File: src/sv/max_heap_priority_queue_top_defines.svh
// Assertion macros for the heap priority queue
`ifndef MAX_HEAP_PRIORITY_QUEUE_TOP_DEFINES_SVH
`define MAX_HEAP_PRIORITY_QUEUE_TOP_DEFINES_SVH
`ifndef SYNTH
`define MHPQ_ASSERT_IMP(label, clk, rst_n, ante, cons) \
  label: assert property (@(posedge clk) disable iff (!rst_n) (ante) |-> (cons)) \
    else $error("assertion failed");
`define MHPQ_ASSERT_NXT(label, clk, rst_n, ante, cons) \
  label: assert property (@(posedge clk) disable iff (!rst_n) (ante) |=> (cons)) \
    else $error("assertion failed");
`else
`define MHPQ_ASSERT_IMP(label, clk, rst_n, ante, cons)
`define MHPQ_ASSERT_NXT(label, clk, rst_n, ante, cons)
`endif
`endif

File: src/sv/mhpq_pkg.sv
// Package: codes and constants of the heap priority queue
`default_nettype none
package mhpq_pkg;
  localparam int unsigned CAPACITY_DEF = 64;
  localparam int unsigned VAL_W = 32;
  localparam logic [1:0] OP_INSERT = 2'd0;
  localparam logic [1:0] OP_POP    = 2'd1;
  localparam logic [1:0] OP_REMOVE = 2'd2;
  localparam logic [1:0] ST_OK       = 2'd0;
  localparam logic [1:0] ST_EMPTY    = 2'd1;
  localparam logic [1:0] ST_FULL     = 2'd2;
  localparam logic [1:0] ST_NOTFOUND = 2'd3;
endpackage
`default_nettype wire

File: src/sv/max_heap_priority_queue_top.sv
// Top level: bounded binary max-heap priority queue held in one RAM
// One item at a time, from acceptance to the result leaving. Insert: write at the end, then
// climb while larger than the parent. Pop: move the last entry into the root, then sink it.
// Remove: as pop, after a linear search for the value; a refilled slot may climb instead.
// All heap traffic goes through the one RAM, which has a write port and a registered read
// port. The result is held in an output register; the next item is taken once it has gone.
`default_nettype none
`include "max_heap_priority_queue_top_defines.svh"
module max_heap_priority_queue_top #(
  parameter int unsigned CAPACITY = mhpq_pkg::CAPACITY_DEF
) (
  input  wire logic               clk,
  input  wire logic               rst_n,
  input  wire logic               in_valid,
  output logic                    in_stall,
  input  wire logic [1:0]         in_opcode,
  input  wire logic signed [31:0] in_value,
  output logic                    out_valid,
  input  wire logic               out_stall,
  output logic [1:0]              out_status,
  output logic signed [31:0]      out_removed_value,
  output logic signed [31:0]      out_top_value,
  output logic [6:0]              out_entry_count
);
  localparam int unsigned AW = $clog2(CAPACITY);
  localparam int unsigned CW = $clog2(CAPACITY + 1);

  typedef enum logic [11:0] {
    S_IDLE  = 12'b000000000001,
    S_UPRD  = 12'b000000000010,
    S_UPCMP = 12'b000000000100,
    S_SRCH  = 12'b000000001000,
    S_LAST  = 12'b000000010000,
    S_FIX   = 12'b000000100000,
    S_DNL   = 12'b000001000000,
    S_DNR   = 12'b000010000000,
    S_DNCMP = 12'b000100000000,
    S_TOP   = 12'b001000000000,
    S_TOPW  = 12'b010000000000,
    S_OUT   = 12'b100000000000
  } state_t;

  state_t state_r, state_nxt;
  logic signed [31:0] mem [CAPACITY];
  logic signed [31:0] rdata_r;
  logic               we;
  logic [AW-1:0]      waddr, raddr;
  logic signed [31:0] wdata;

  logic [CW-1:0]      cnt_r, cnt_nxt;
  logic [AW-1:0]      pos_r, pos_nxt, idx_r, idx_nxt;
  logic signed [31:0] cur_r, cur_nxt, best_r, best_nxt, val_r, val_nxt;
  logic [AW-1:0]      bidx_r, bidx_nxt;
  logic [1:0]         op_r, op_nxt, st_r, st_nxt;
  logic signed [31:0] rem_r, rem_nxt, top_r, top_nxt;
  logic               hasr_r, hasr_nxt;

  always_ff @(posedge clk) begin
    if (we) mem[waddr] <= wdata;
    rdata_r <= mem[raddr];
  end

  logic [AW:0] lft, rgt;
  logic [AW-1:0] par;
  assign lft = {pos_r, 1'b1};
  assign rgt = {pos_r, 1'b1} + 1'b1;
  assign par = (pos_r - 1'b1) >> 1;

  always_comb begin
    state_nxt = state_r; cnt_nxt = cnt_r; pos_nxt = pos_r; idx_nxt = idx_r;
    cur_nxt = cur_r; best_nxt = best_r; bidx_nxt = bidx_r; val_nxt = val_r;
    op_nxt = op_r; st_nxt = st_r; rem_nxt = rem_r; top_nxt = top_r; hasr_nxt = hasr_r;
    we = 1'b0; waddr = pos_r; wdata = cur_r; raddr = '0;
    case (state_r)
      S_IDLE: if (in_valid) begin
        op_nxt = in_opcode; val_nxt = in_value; st_nxt = mhpq_pkg::ST_OK; rem_nxt = '0;
        state_nxt = S_TOP;
        if (in_opcode == mhpq_pkg::OP_INSERT) begin
          if (cnt_r >= CW'(CAPACITY)) st_nxt = mhpq_pkg::ST_FULL;
          else begin
            pos_nxt = AW'(cnt_r); cur_nxt = in_value; cnt_nxt = cnt_r + 1'b1;
            we = 1'b1; waddr = AW'(cnt_r); wdata = in_value;
            if (cnt_r != '0) begin
              raddr = AW'((AW'(cnt_r) - 1'b1) >> 1); state_nxt = S_UPCMP;
            end
          end
        end else if (in_opcode == mhpq_pkg::OP_POP || in_opcode == mhpq_pkg::OP_REMOVE) begin
          if (cnt_r == '0) st_nxt = mhpq_pkg::ST_EMPTY;
          else begin idx_nxt = '0; raddr = '0; state_nxt = S_SRCH; end
        end
      end
      S_UPCMP: begin
        if (cur_r > rdata_r) begin
          we = 1'b1; waddr = pos_r; wdata = rdata_r; pos_nxt = par;
          state_nxt = S_UPRD;
        end else state_nxt = S_TOP;
      end
      S_UPRD: begin
        we = 1'b1; waddr = pos_r; wdata = cur_r;
        if (pos_r != '0) begin raddr = par; state_nxt = S_UPCMP; end
        else state_nxt = S_TOP;
      end
      S_SRCH: begin
        if (op_r == mhpq_pkg::OP_POP || rdata_r == val_r) begin
          rem_nxt = rdata_r; pos_nxt = idx_r; cnt_nxt = cnt_r - 1'b1;
          raddr = AW'(cnt_r - 1'b1); state_nxt = S_LAST;
          if (idx_r == AW'(cnt_r - 1'b1)) state_nxt = S_TOP;
        end else if ({1'b0, idx_r} + 1'b1 >= (AW+1)'(cnt_r)) begin
          st_nxt = mhpq_pkg::ST_NOTFOUND; state_nxt = S_TOP;
        end else begin
          idx_nxt = idx_r + 1'b1; raddr = idx_r + 1'b1;
        end
      end
      S_LAST: begin
        cur_nxt = rdata_r; we = 1'b1; waddr = pos_r; wdata = rdata_r;
        raddr = par; state_nxt = S_FIX;
      end
      S_FIX: begin
        if (pos_r != '0 && cur_r > rdata_r) begin
          we = 1'b1; waddr = pos_r; wdata = rdata_r; pos_nxt = par; state_nxt = S_UPRD;
        end else if (lft < (AW+1)'(cnt_r)) begin
          raddr = AW'(lft); state_nxt = S_DNL;
        end else state_nxt = S_TOP;
      end
      S_DNL: begin
        best_nxt = cur_r; bidx_nxt = pos_r;
        if (rdata_r > cur_r) begin best_nxt = rdata_r; bidx_nxt = AW'(lft); end
        if (rgt < (AW+1)'(cnt_r)) begin raddr = AW'(rgt); state_nxt = S_DNR; end
        else state_nxt = S_DNCMP;
      end
      S_DNR: begin
        if (rdata_r > best_r) begin best_nxt = rdata_r; bidx_nxt = AW'(rgt); end
        state_nxt = S_DNCMP;
      end
      S_DNCMP: begin
        if (bidx_r == pos_r) state_nxt = S_TOP;
        else begin
          we = 1'b1; waddr = pos_r; wdata = best_r; pos_nxt = bidx_r;
          state_nxt = S_TOPW;
        end
      end
      S_TOPW: begin
        we = 1'b1; waddr = pos_r; wdata = cur_r;
        if ({pos_r, 1'b1} < (AW+1)'(cnt_r)) begin
          raddr = AW'({pos_r, 1'b1}); state_nxt = S_DNL;
        end else state_nxt = S_TOP;
      end
      S_TOP: begin raddr = '0; hasr_nxt = 1'b1; state_nxt = S_OUT; end
      S_OUT: begin
        if (hasr_r) begin
          top_nxt = (cnt_r == '0) ? '0 : rdata_r; hasr_nxt = 1'b0;
        end else if (!out_stall) state_nxt = S_IDLE;
      end
      default: state_nxt = S_IDLE;
    endcase
  end

  always_ff @(posedge clk) begin
    if (!rst_n) begin
      state_r <= S_IDLE; cnt_r <= '0; hasr_r <= 1'b0;
    end else begin
      state_r <= state_nxt; cnt_r <= cnt_nxt; hasr_r <= hasr_nxt;
    end
    pos_r <= pos_nxt; idx_r <= idx_nxt; cur_r <= cur_nxt; best_r <= best_nxt;
    bidx_r <= bidx_nxt; val_r <= val_nxt; op_r <= op_nxt; st_r <= st_nxt;
    rem_r <= rem_nxt; top_r <= top_nxt;
  end

  assign in_stall = (state_r != S_IDLE);
  assign out_valid = (state_r == S_OUT) && !hasr_r;
  assign out_status = st_r;
  assign out_removed_value = rem_r;
  assign out_top_value = top_r;
  assign out_entry_count = 7'(cnt_r);

  `MHPQ_ASSERT_IMP(a_cnt_cap, clk, rst_n, 1'b1, cnt_r <= CW'(CAPACITY))
  `MHPQ_ASSERT_IMP(a_empty_top, clk, rst_n, out_valid && cnt_r == '0, out_top_value == '0)
  `MHPQ_ASSERT_NXT(a_take, clk, rst_n, in_valid && !in_stall, !out_valid)
endmodule
`default_nettype wire

File: config.mk
export PLATFORM = sky130hd
export DESIGN_NAME = max_heap_priority_queue_top
export DESIGN_NICKNAME = d
export VERILOG_FILES = /design/src/sv/mhpq_pkg.sv /design/src/sv/max_heap_priority_queue_top.sv
export VERILOG_INCLUDE_DIRS = /design/src /design/src/sv
export SDC_FILE = /design/constraint.sdc
export NUM_CORES = 2
export LEC_CHECK = 0
export BUFFER_PORTS_ARGS = -buffer_cell sky130_fd_sc_hd__buf_2
export CAP_MARGIN = 20
export CELL_PAD_IN_SITES_DETAIL_PLACEMENT = 0
export CELL_PAD_IN_SITES_GLOBAL_PLACEMENT = 1
export CORE_MARGIN = 2
export CORE_UTILIZATION = 45
export CTS_CLUSTER_DIAMETER = 120
export DETAILED_ROUTE_END_ITERATION = 12
export GPL_TIMING_DRIVEN = 0
export MAX_ROUTING_LAYER = met4
export PLACE_DENSITY = 0.66
export RECOVER_POWER = 100
export REMOVE_ABC_BUFFERS = 1
export SLEW_MARGIN = 20
export SYNTH_ARGS = -nofsm -noshare
export SYNTH_HDL_FRONTEND = slang
export SYNTH_SLANG_ARGS = --single-unit
File: constraint.sdc
create_clock -name clk -period 15.8 [get_ports clk]
set_input_delay 0 -clock clk [delete_from_list [all_inputs] [get_ports clk]]
set_output_delay 0 -clock clk [all_outputs]
set_load 0.01 [all_outputs]
* After elaboration in Yosys (flattened, before gate mapping)
Memory sizes are Yosys's and may differ from the RTL's. A register that Yosys moved wholly into a read port is not among the register bits.
Index checks and enable logic that the tools add are counted.
** Operators by class
- Add/subtract/negate cells :: 7
- Magnitude comparators :: 7
- Eq/ne operators :: 36
- Mux-type cells :: 85
- Reduce and logical (&&, ||, !) cells :: 24
** Operators with widths (number)
- two-way mux 32 bit :: 10
- case mux 32 bit (2 select lines) :: 3
- case mux 32 bit (5 select lines) :: 1
- case mux 12 bit (12 select lines) :: 1
- two-way mux 6 bit :: 23
- > comparator 32 bit :: 3
- two-way mux 10 bit :: 9
- two-way mux 12 bit :: 6
- case mux 6 bit (7 select lines) :: 1
- equality test 32 bit :: 1
- != test 2 bit (second input constant) :: 16
- case mux 6 bit (5 select lines) :: 1
- two-way mux 7 bit :: 4
- case mux 6 bit (2 select lines) :: 2
- two-way mux 5 bit :: 3
- adder 7 x 1 -> 7 bit (second input constant) :: 2
- less-than comparator 7 bit :: 2
- case mux 7 bit (2 select lines) :: 1
- equality test 12 x 1 -> 1 bit (second input constant) :: 1
- equality test 12 x 10 -> 1 bit (second input constant) :: 1
- equality test 12 x 11 -> 1 bit (second input constant) :: 1
- equality test 12 bit (second input constant) :: 1
- equality test 12 x 2 -> 1 bit (second input constant) :: 1
- equality test 12 x 3 -> 1 bit (second input constant) :: 1
- 39 further kinds :: 64
** Storage, ports and cells
- Bits in registers :: 202
- Bits in writable memories :: 2048
- Bits of input ports :: 38
- Output and inout bits :: 75
- Word-level logic and storage cells :: 173
- Memories :: 1
** Memory list
- mem :: words 64, bits a word 32, rd ports 1, clocked after memory_dff 1, write ports 1, RTL line max_heap_priority_queue_top.sv:44 : logic signed [31:0] mem [CAPACITY];

* Longest topological paths before layout
- Word-level depth :: 7
- Depth in mapped cells :: 23
- Gate-level depth less buffers :: 17

* Least setup slack after synthesis
OpenSTA, ideal clock, no wires.
- Kind :: reg2reg
- From :: reg rdata_r[1] (read register of mem)
- To :: reg best_r[0], enable pin
- Library setup time :: 486 ps
- Arrival time :: 4972 ps
- Required time :: 15314 ps
- Path slack :: 10342 ps
- Stages on the path, launching flop included :: 14
- Path buffers :: 0
- Clock period less this slack :: 5458 ps
- Cells stage by stage :: dfxtp_1 -> ha_1 -> nor2b_1 -> o21a_1 -> o21a_1 -> o21a_1 -> o21a_1 -> o21a_1 -> o21a_1 -> o21ai_0 -> nand2_1 -> a211oi_1 -> xnor2_1 -> o21ai_0
** On the way
- Cells in the longest elaborated chain, start to end :: 3
** Ends and longest elaborated chain
- start: declaration :: RTL line max_heap_priority_queue_top.sv:45 : logic signed [31:0] rdata_r;
- > comparator 32 bit :: RTL line max_heap_priority_queue_top.sv:132 : if (rdata_r > best_r) begin best_nxt = rdata_r; bidx_nxt = AW'(rgt); end
- != test 2 bit (no line)
- AND reduction 2 bit (no line)
- end signal: assignment :: RTL line max_heap_priority_queue_top.sv:164 : pos_r <= pos_nxt; idx_r <= idx_nxt; cur_r <= cur_nxt; best_r <= best_nxt;
- end: declaration :: RTL line max_heap_priority_queue_top.sv:52 : logic signed [31:0] cur_r, cur_nxt, best_r, best_nxt, val_r, val_nxt;
No other way between the ends.
A chain may end at the register's enable or synchronous reset.

* Worst setup path after layout
- From :: reg pos_r[0]
- To :: reg rdata_r[18] (read register of mem)
** On the way
- Cells in the longest elaborated chain, start to end :: 4
- Elaborated cells on any way between the ends :: 11
- Those cells by class :: add/sub: 2; order compare: 2; mux: 5; reduce/logical: 2
** Ends and longest elaborated chain
- start: declaration :: RTL line max_heap_priority_queue_top.sv:51 : logic [AW-1:0] pos_r, pos_nxt, idx_r, idx_nxt;
- start signal: assignment :: RTL line max_heap_priority_queue_top.sv:164
- adder 7 x 1 -> 7 bit (tied with other cells) :: RTL line max_heap_priority_queue_top.sv:66 : assign rgt = {pos_r, 1'b1} + 1'b1;
- less-than comparator 7 bit (tied with other cells) :: RTL line max_heap_priority_queue_top.sv:128 : if (rgt < (AW+1)'(cnt_r)) begin raddr = AW'(rgt); state_nxt = S_DNR; end
- two-way mux 6 bit (on tied branches) :: RTL line max_heap_priority_queue_top.sv:128, max_heap_priority_queue_top.sv:119
- case mux 6 bit (7 select lines) * :: RTL line max_heap_priority_queue_top.sv:74 : case (state_r)
Every way passes the cells marked *; elsewhere a longest branch is shown, timed or not.

==> flow_summary.ini <==
[logic_synthesis]
synth_top_family_by_area = compound AO/OA/AOI/OAI gates
synth_compound_area_frac = 0.0850
muxShareOfSynthArea = 0.0645
ys_seq_elements = 2282
synth_top_area_frac = 0.719
yosysWarnings = 0
synthAdderAreaFrac = 0.0121
synth_area_leader_cell = edfxtp_1
yosys-top-cells-area = edfxtp_1, mux2i_1, nand2_1
yosys.area_share.simple = 0.0770
yosysSeqAreaShare = 0.730
yosys.area_share.xor_xnor = 0.00611
yosys.cell_types.count = 96
synth-edff-count = 2230
postSynthAreaPerCell_um2 = 14.9
synthesis.area_mm2 = 0.0932
synthArstFlopShare = 0
synthCells = 6250
ys.flop_type = edfxtp_1

[routing]
drt_wl_total_um = 298000
vias = 58600
wl_per_cell_um = 31.3
drt_iter0_markers = 7975
ant_nets = 0
first_pass_iters = 9
drc = 0
viasPerCell = 6.14

[sta]
worstMarginPinSlew_ns = 4.25
slew_violations = 1303
rsz0062_at_grt = no
setup_violations = 0
fmaxAchievable_ghz = 0.0887
finalSetupTns_ns = 0
finalCritPeriodShare = 0.714
finClkSkew_ns = 0.0390
slew_headroom = -1.83
fin_crit_ns = 11.28
timing_hold_violations_final = 0

[critical_path]
cp_max_fo = 16
reg2reg_slack_ns = 4.52
startpoint_type = register
path_class = register to register
endpoint_kind = register
worst_ep_arrival_time_ns = 11.92
worstRegToRegCells = 22
r2r-end = rdata_r[18]$_DFF_P_
regToRegStartpoint = pos_r[0]$_DFFE_PP_
cp_data_required_time_ns = 16.44

[grt]
grt_pass1_wl_um = 418000
grt_max_degree = 70
grt_util_all_layers = 0.287
grt_overflow_total = 0
grt_pass1_vias = 54900
antenna_found_initial = 20

[outcome]
status = finished with violations
violations = capacitance limit, slew limit

[job]
cap_viol_max_count = 66

[clock_network]
path_clk_slew_ns = 0.06
cts_setup_buffers = 0
cts_tree = built
cts_buffers = 229
clkSinkCount = 2282
clkLatencyLatePin_ns = 0.90
htree_levels = 4
root_buffer = clkbuf_16
ctsResizeCount = 0
cts_buffer_depth = 3
holdBufCountCts = 75

[place]
dp_hpwl_um = 192000
dp_cells = 9033
port_buffers = 112
place.gp.congestion = 0.887

[die]
coreArea_mm2 = 0.206
num_rows = 167
die_h_um = 459
die_area_mm2 = 0.211
start_util = 0.451
io-pin-count = 113
die_width_um = 459

[worst_hold_path]
hold_depth = 4
min_from = in_value[19]
hold-path-endpoint = cur_r[19]$_DFFE_PP_
hold_class = primary input to register

[layout]
layout_commonest_cell = edfxtp_1
fin_cells = 9546
drive_gt1_frac = 0.0877
final_cell_mix = edfxtp_1, nand2_1, mux2i_1, clkbuf_1, o22ai_1
syn2layout_area_growth_pct = 15.0
nets = 6765

[power]
irDropWorstVdd_mv = 0.160
power_leakage_nw = 35.2
p_per_area_mw_per_mm2 = 174
[Yosys cell counts, types with 13 or more instances]
library cell,n
o221ai_1,19
a21oi_1,278
a221o_1,42
nor3_1,52
o21ai_0,138
and3_1,93
nand2b_1,17
nand3_1,173
edfxtp_1,2230
buf_4,63
mux2i_1,597
or3_1,21
o22ai_1,288
or4_1,14
dfxtp_1,52
buf_2,142
and4_1,13
and2_1,44
o31ai_1,34
buf_6,27
inv_1,79
nor2b_1,16
buf_1,24
nand4_1,41
a311oi_1,38
nor4_1,22
a221oi_1,103
clkbuf_1,126
a211oi_1,16
o21a_1,13
nand2_1,791
ha_1,90
nor2_1,233
xnor2_1,54
a31oi_1,42
a21o_1,18
[logic make-up (layout without fill, tap and decap cells)]
logic type / Yosys count / after routing
flip-flops: 2282 / 2282
AND/OR/NAND/NOR: 1577 / 1577
AO/OA/AOI/OAI: 1172 / 1172
multiplexers: 600 / 600
buffers and inverters: 464 / 1047
adder cells (fa/ha/maj): 90 / 90
XOR/XNOR: 65 / 65
other: 0 / 9
[area by class of cell]
cell class	instances	area (um2)
antenna	9	22.5
inverter	81	304
tap	2704	3380
multi-input combinational	3504	23300
fill	17100	99300
timing repair buffer	539	4950
clock buffer	291	6090
sequential	2282	68000
clock inverter	136	1110
[power by group]
group | switching [mW] | internal [mW] | total, mW
registers | 0.247 | 8.69 | 8.93
clock network | 2.34 | 2.94 | 5.28
logic | 3.36 | 1.07 | 4.43
total | 5.94 | 12.7 | 18.6
[state kept, by name, indices dropped and copies added (netlist names)]
signal and cells:
out_top_value 32, out_status 2, rdata_r 32, idx_r 6, hasr_r 1, cur_r 32
out_removed_value 32, op_r 2, pos_r 6, best_r 32, state_r 12, bidx_r 6
out_entry_count 7, val_r 32, mem 2048
[layer usage]
| layer | GRT usage | part of all wire |
|---|---|---|
| met1 | 0.405 | 0.42 |
| met2 | 0.440 | 0.46 |
| met3 | 0.0403 | 0.090 |
| met4 | 0.0749 | 0.029 |
| met5 | - | 0 |
[metrics by stage]
step	utilization	total power, mW	setup WS [ns]	instance area, um2	hold WS (ns)
2_1_floorplan	-	11.7	-26.16	91100	0.0786
4_1_cts	0.537	18.7	7.95	111000	0.0249
5_1_grt	0.519	19.2	4.01	107000	0.152
3_5_place_dp	0.498	13.5	7.96	103000	0.194
6_report	0.519	18.6	4.52	107000	0.127
3_3_place_gp	0.460	13.8	-55.40	95000	0.197
[worst max-delay path by stage]
stage,from,to,cells after the start
3_5_place_dp,pos_r[0]$_DFFE_PP_,rdata_r[3]$_DFF_P_,22
3_3_place_gp,pos_r[0]$_DFFE_PP_,rdata_r[22]$_DFF_P_,14
2_1_floorplan,pos_r[0]$_DFFE_PP_,rdata_r[22]$_DFF_P_,15
4_1_cts,pos_r[0]$_DFFE_PP_,rdata_r[3]$_DFF_P_,22
6_report,pos_r[0]$_DFFE_PP_,rdata_r[18]$_DFF_P_,22
5_1_grt,pos_r[0]$_DFFE_PP_,rdata_r[18]$_DFF_P_,22
[critical path, stage by stage, from the launching register on]
cell and delay (ns):
edfxtp_1 0.79, inv_1 0.40, ha_1 0.61, ha_1 0.30, o21ai_0 0.14, a21oi_1 0.06, o21ai_0 0.70, nand3_1 0.16
o2111a_1 0.23, nand4_1 0.48, clkbuf_1 0.59, clkbuf_1 0.58, clkbuf_1 0.59, clkbuf_1 0.69, clkbuf_1 0.62, clkbuf_1 0.57
clkbuf_1 0.63, clkbuf_1 0.66, buf_6 0.28, mux2i_1 0.21, o22ai_1 0.10, o31ai_1 1.23, nand4_1 0.37
Power figures use the tool's default switching activity.
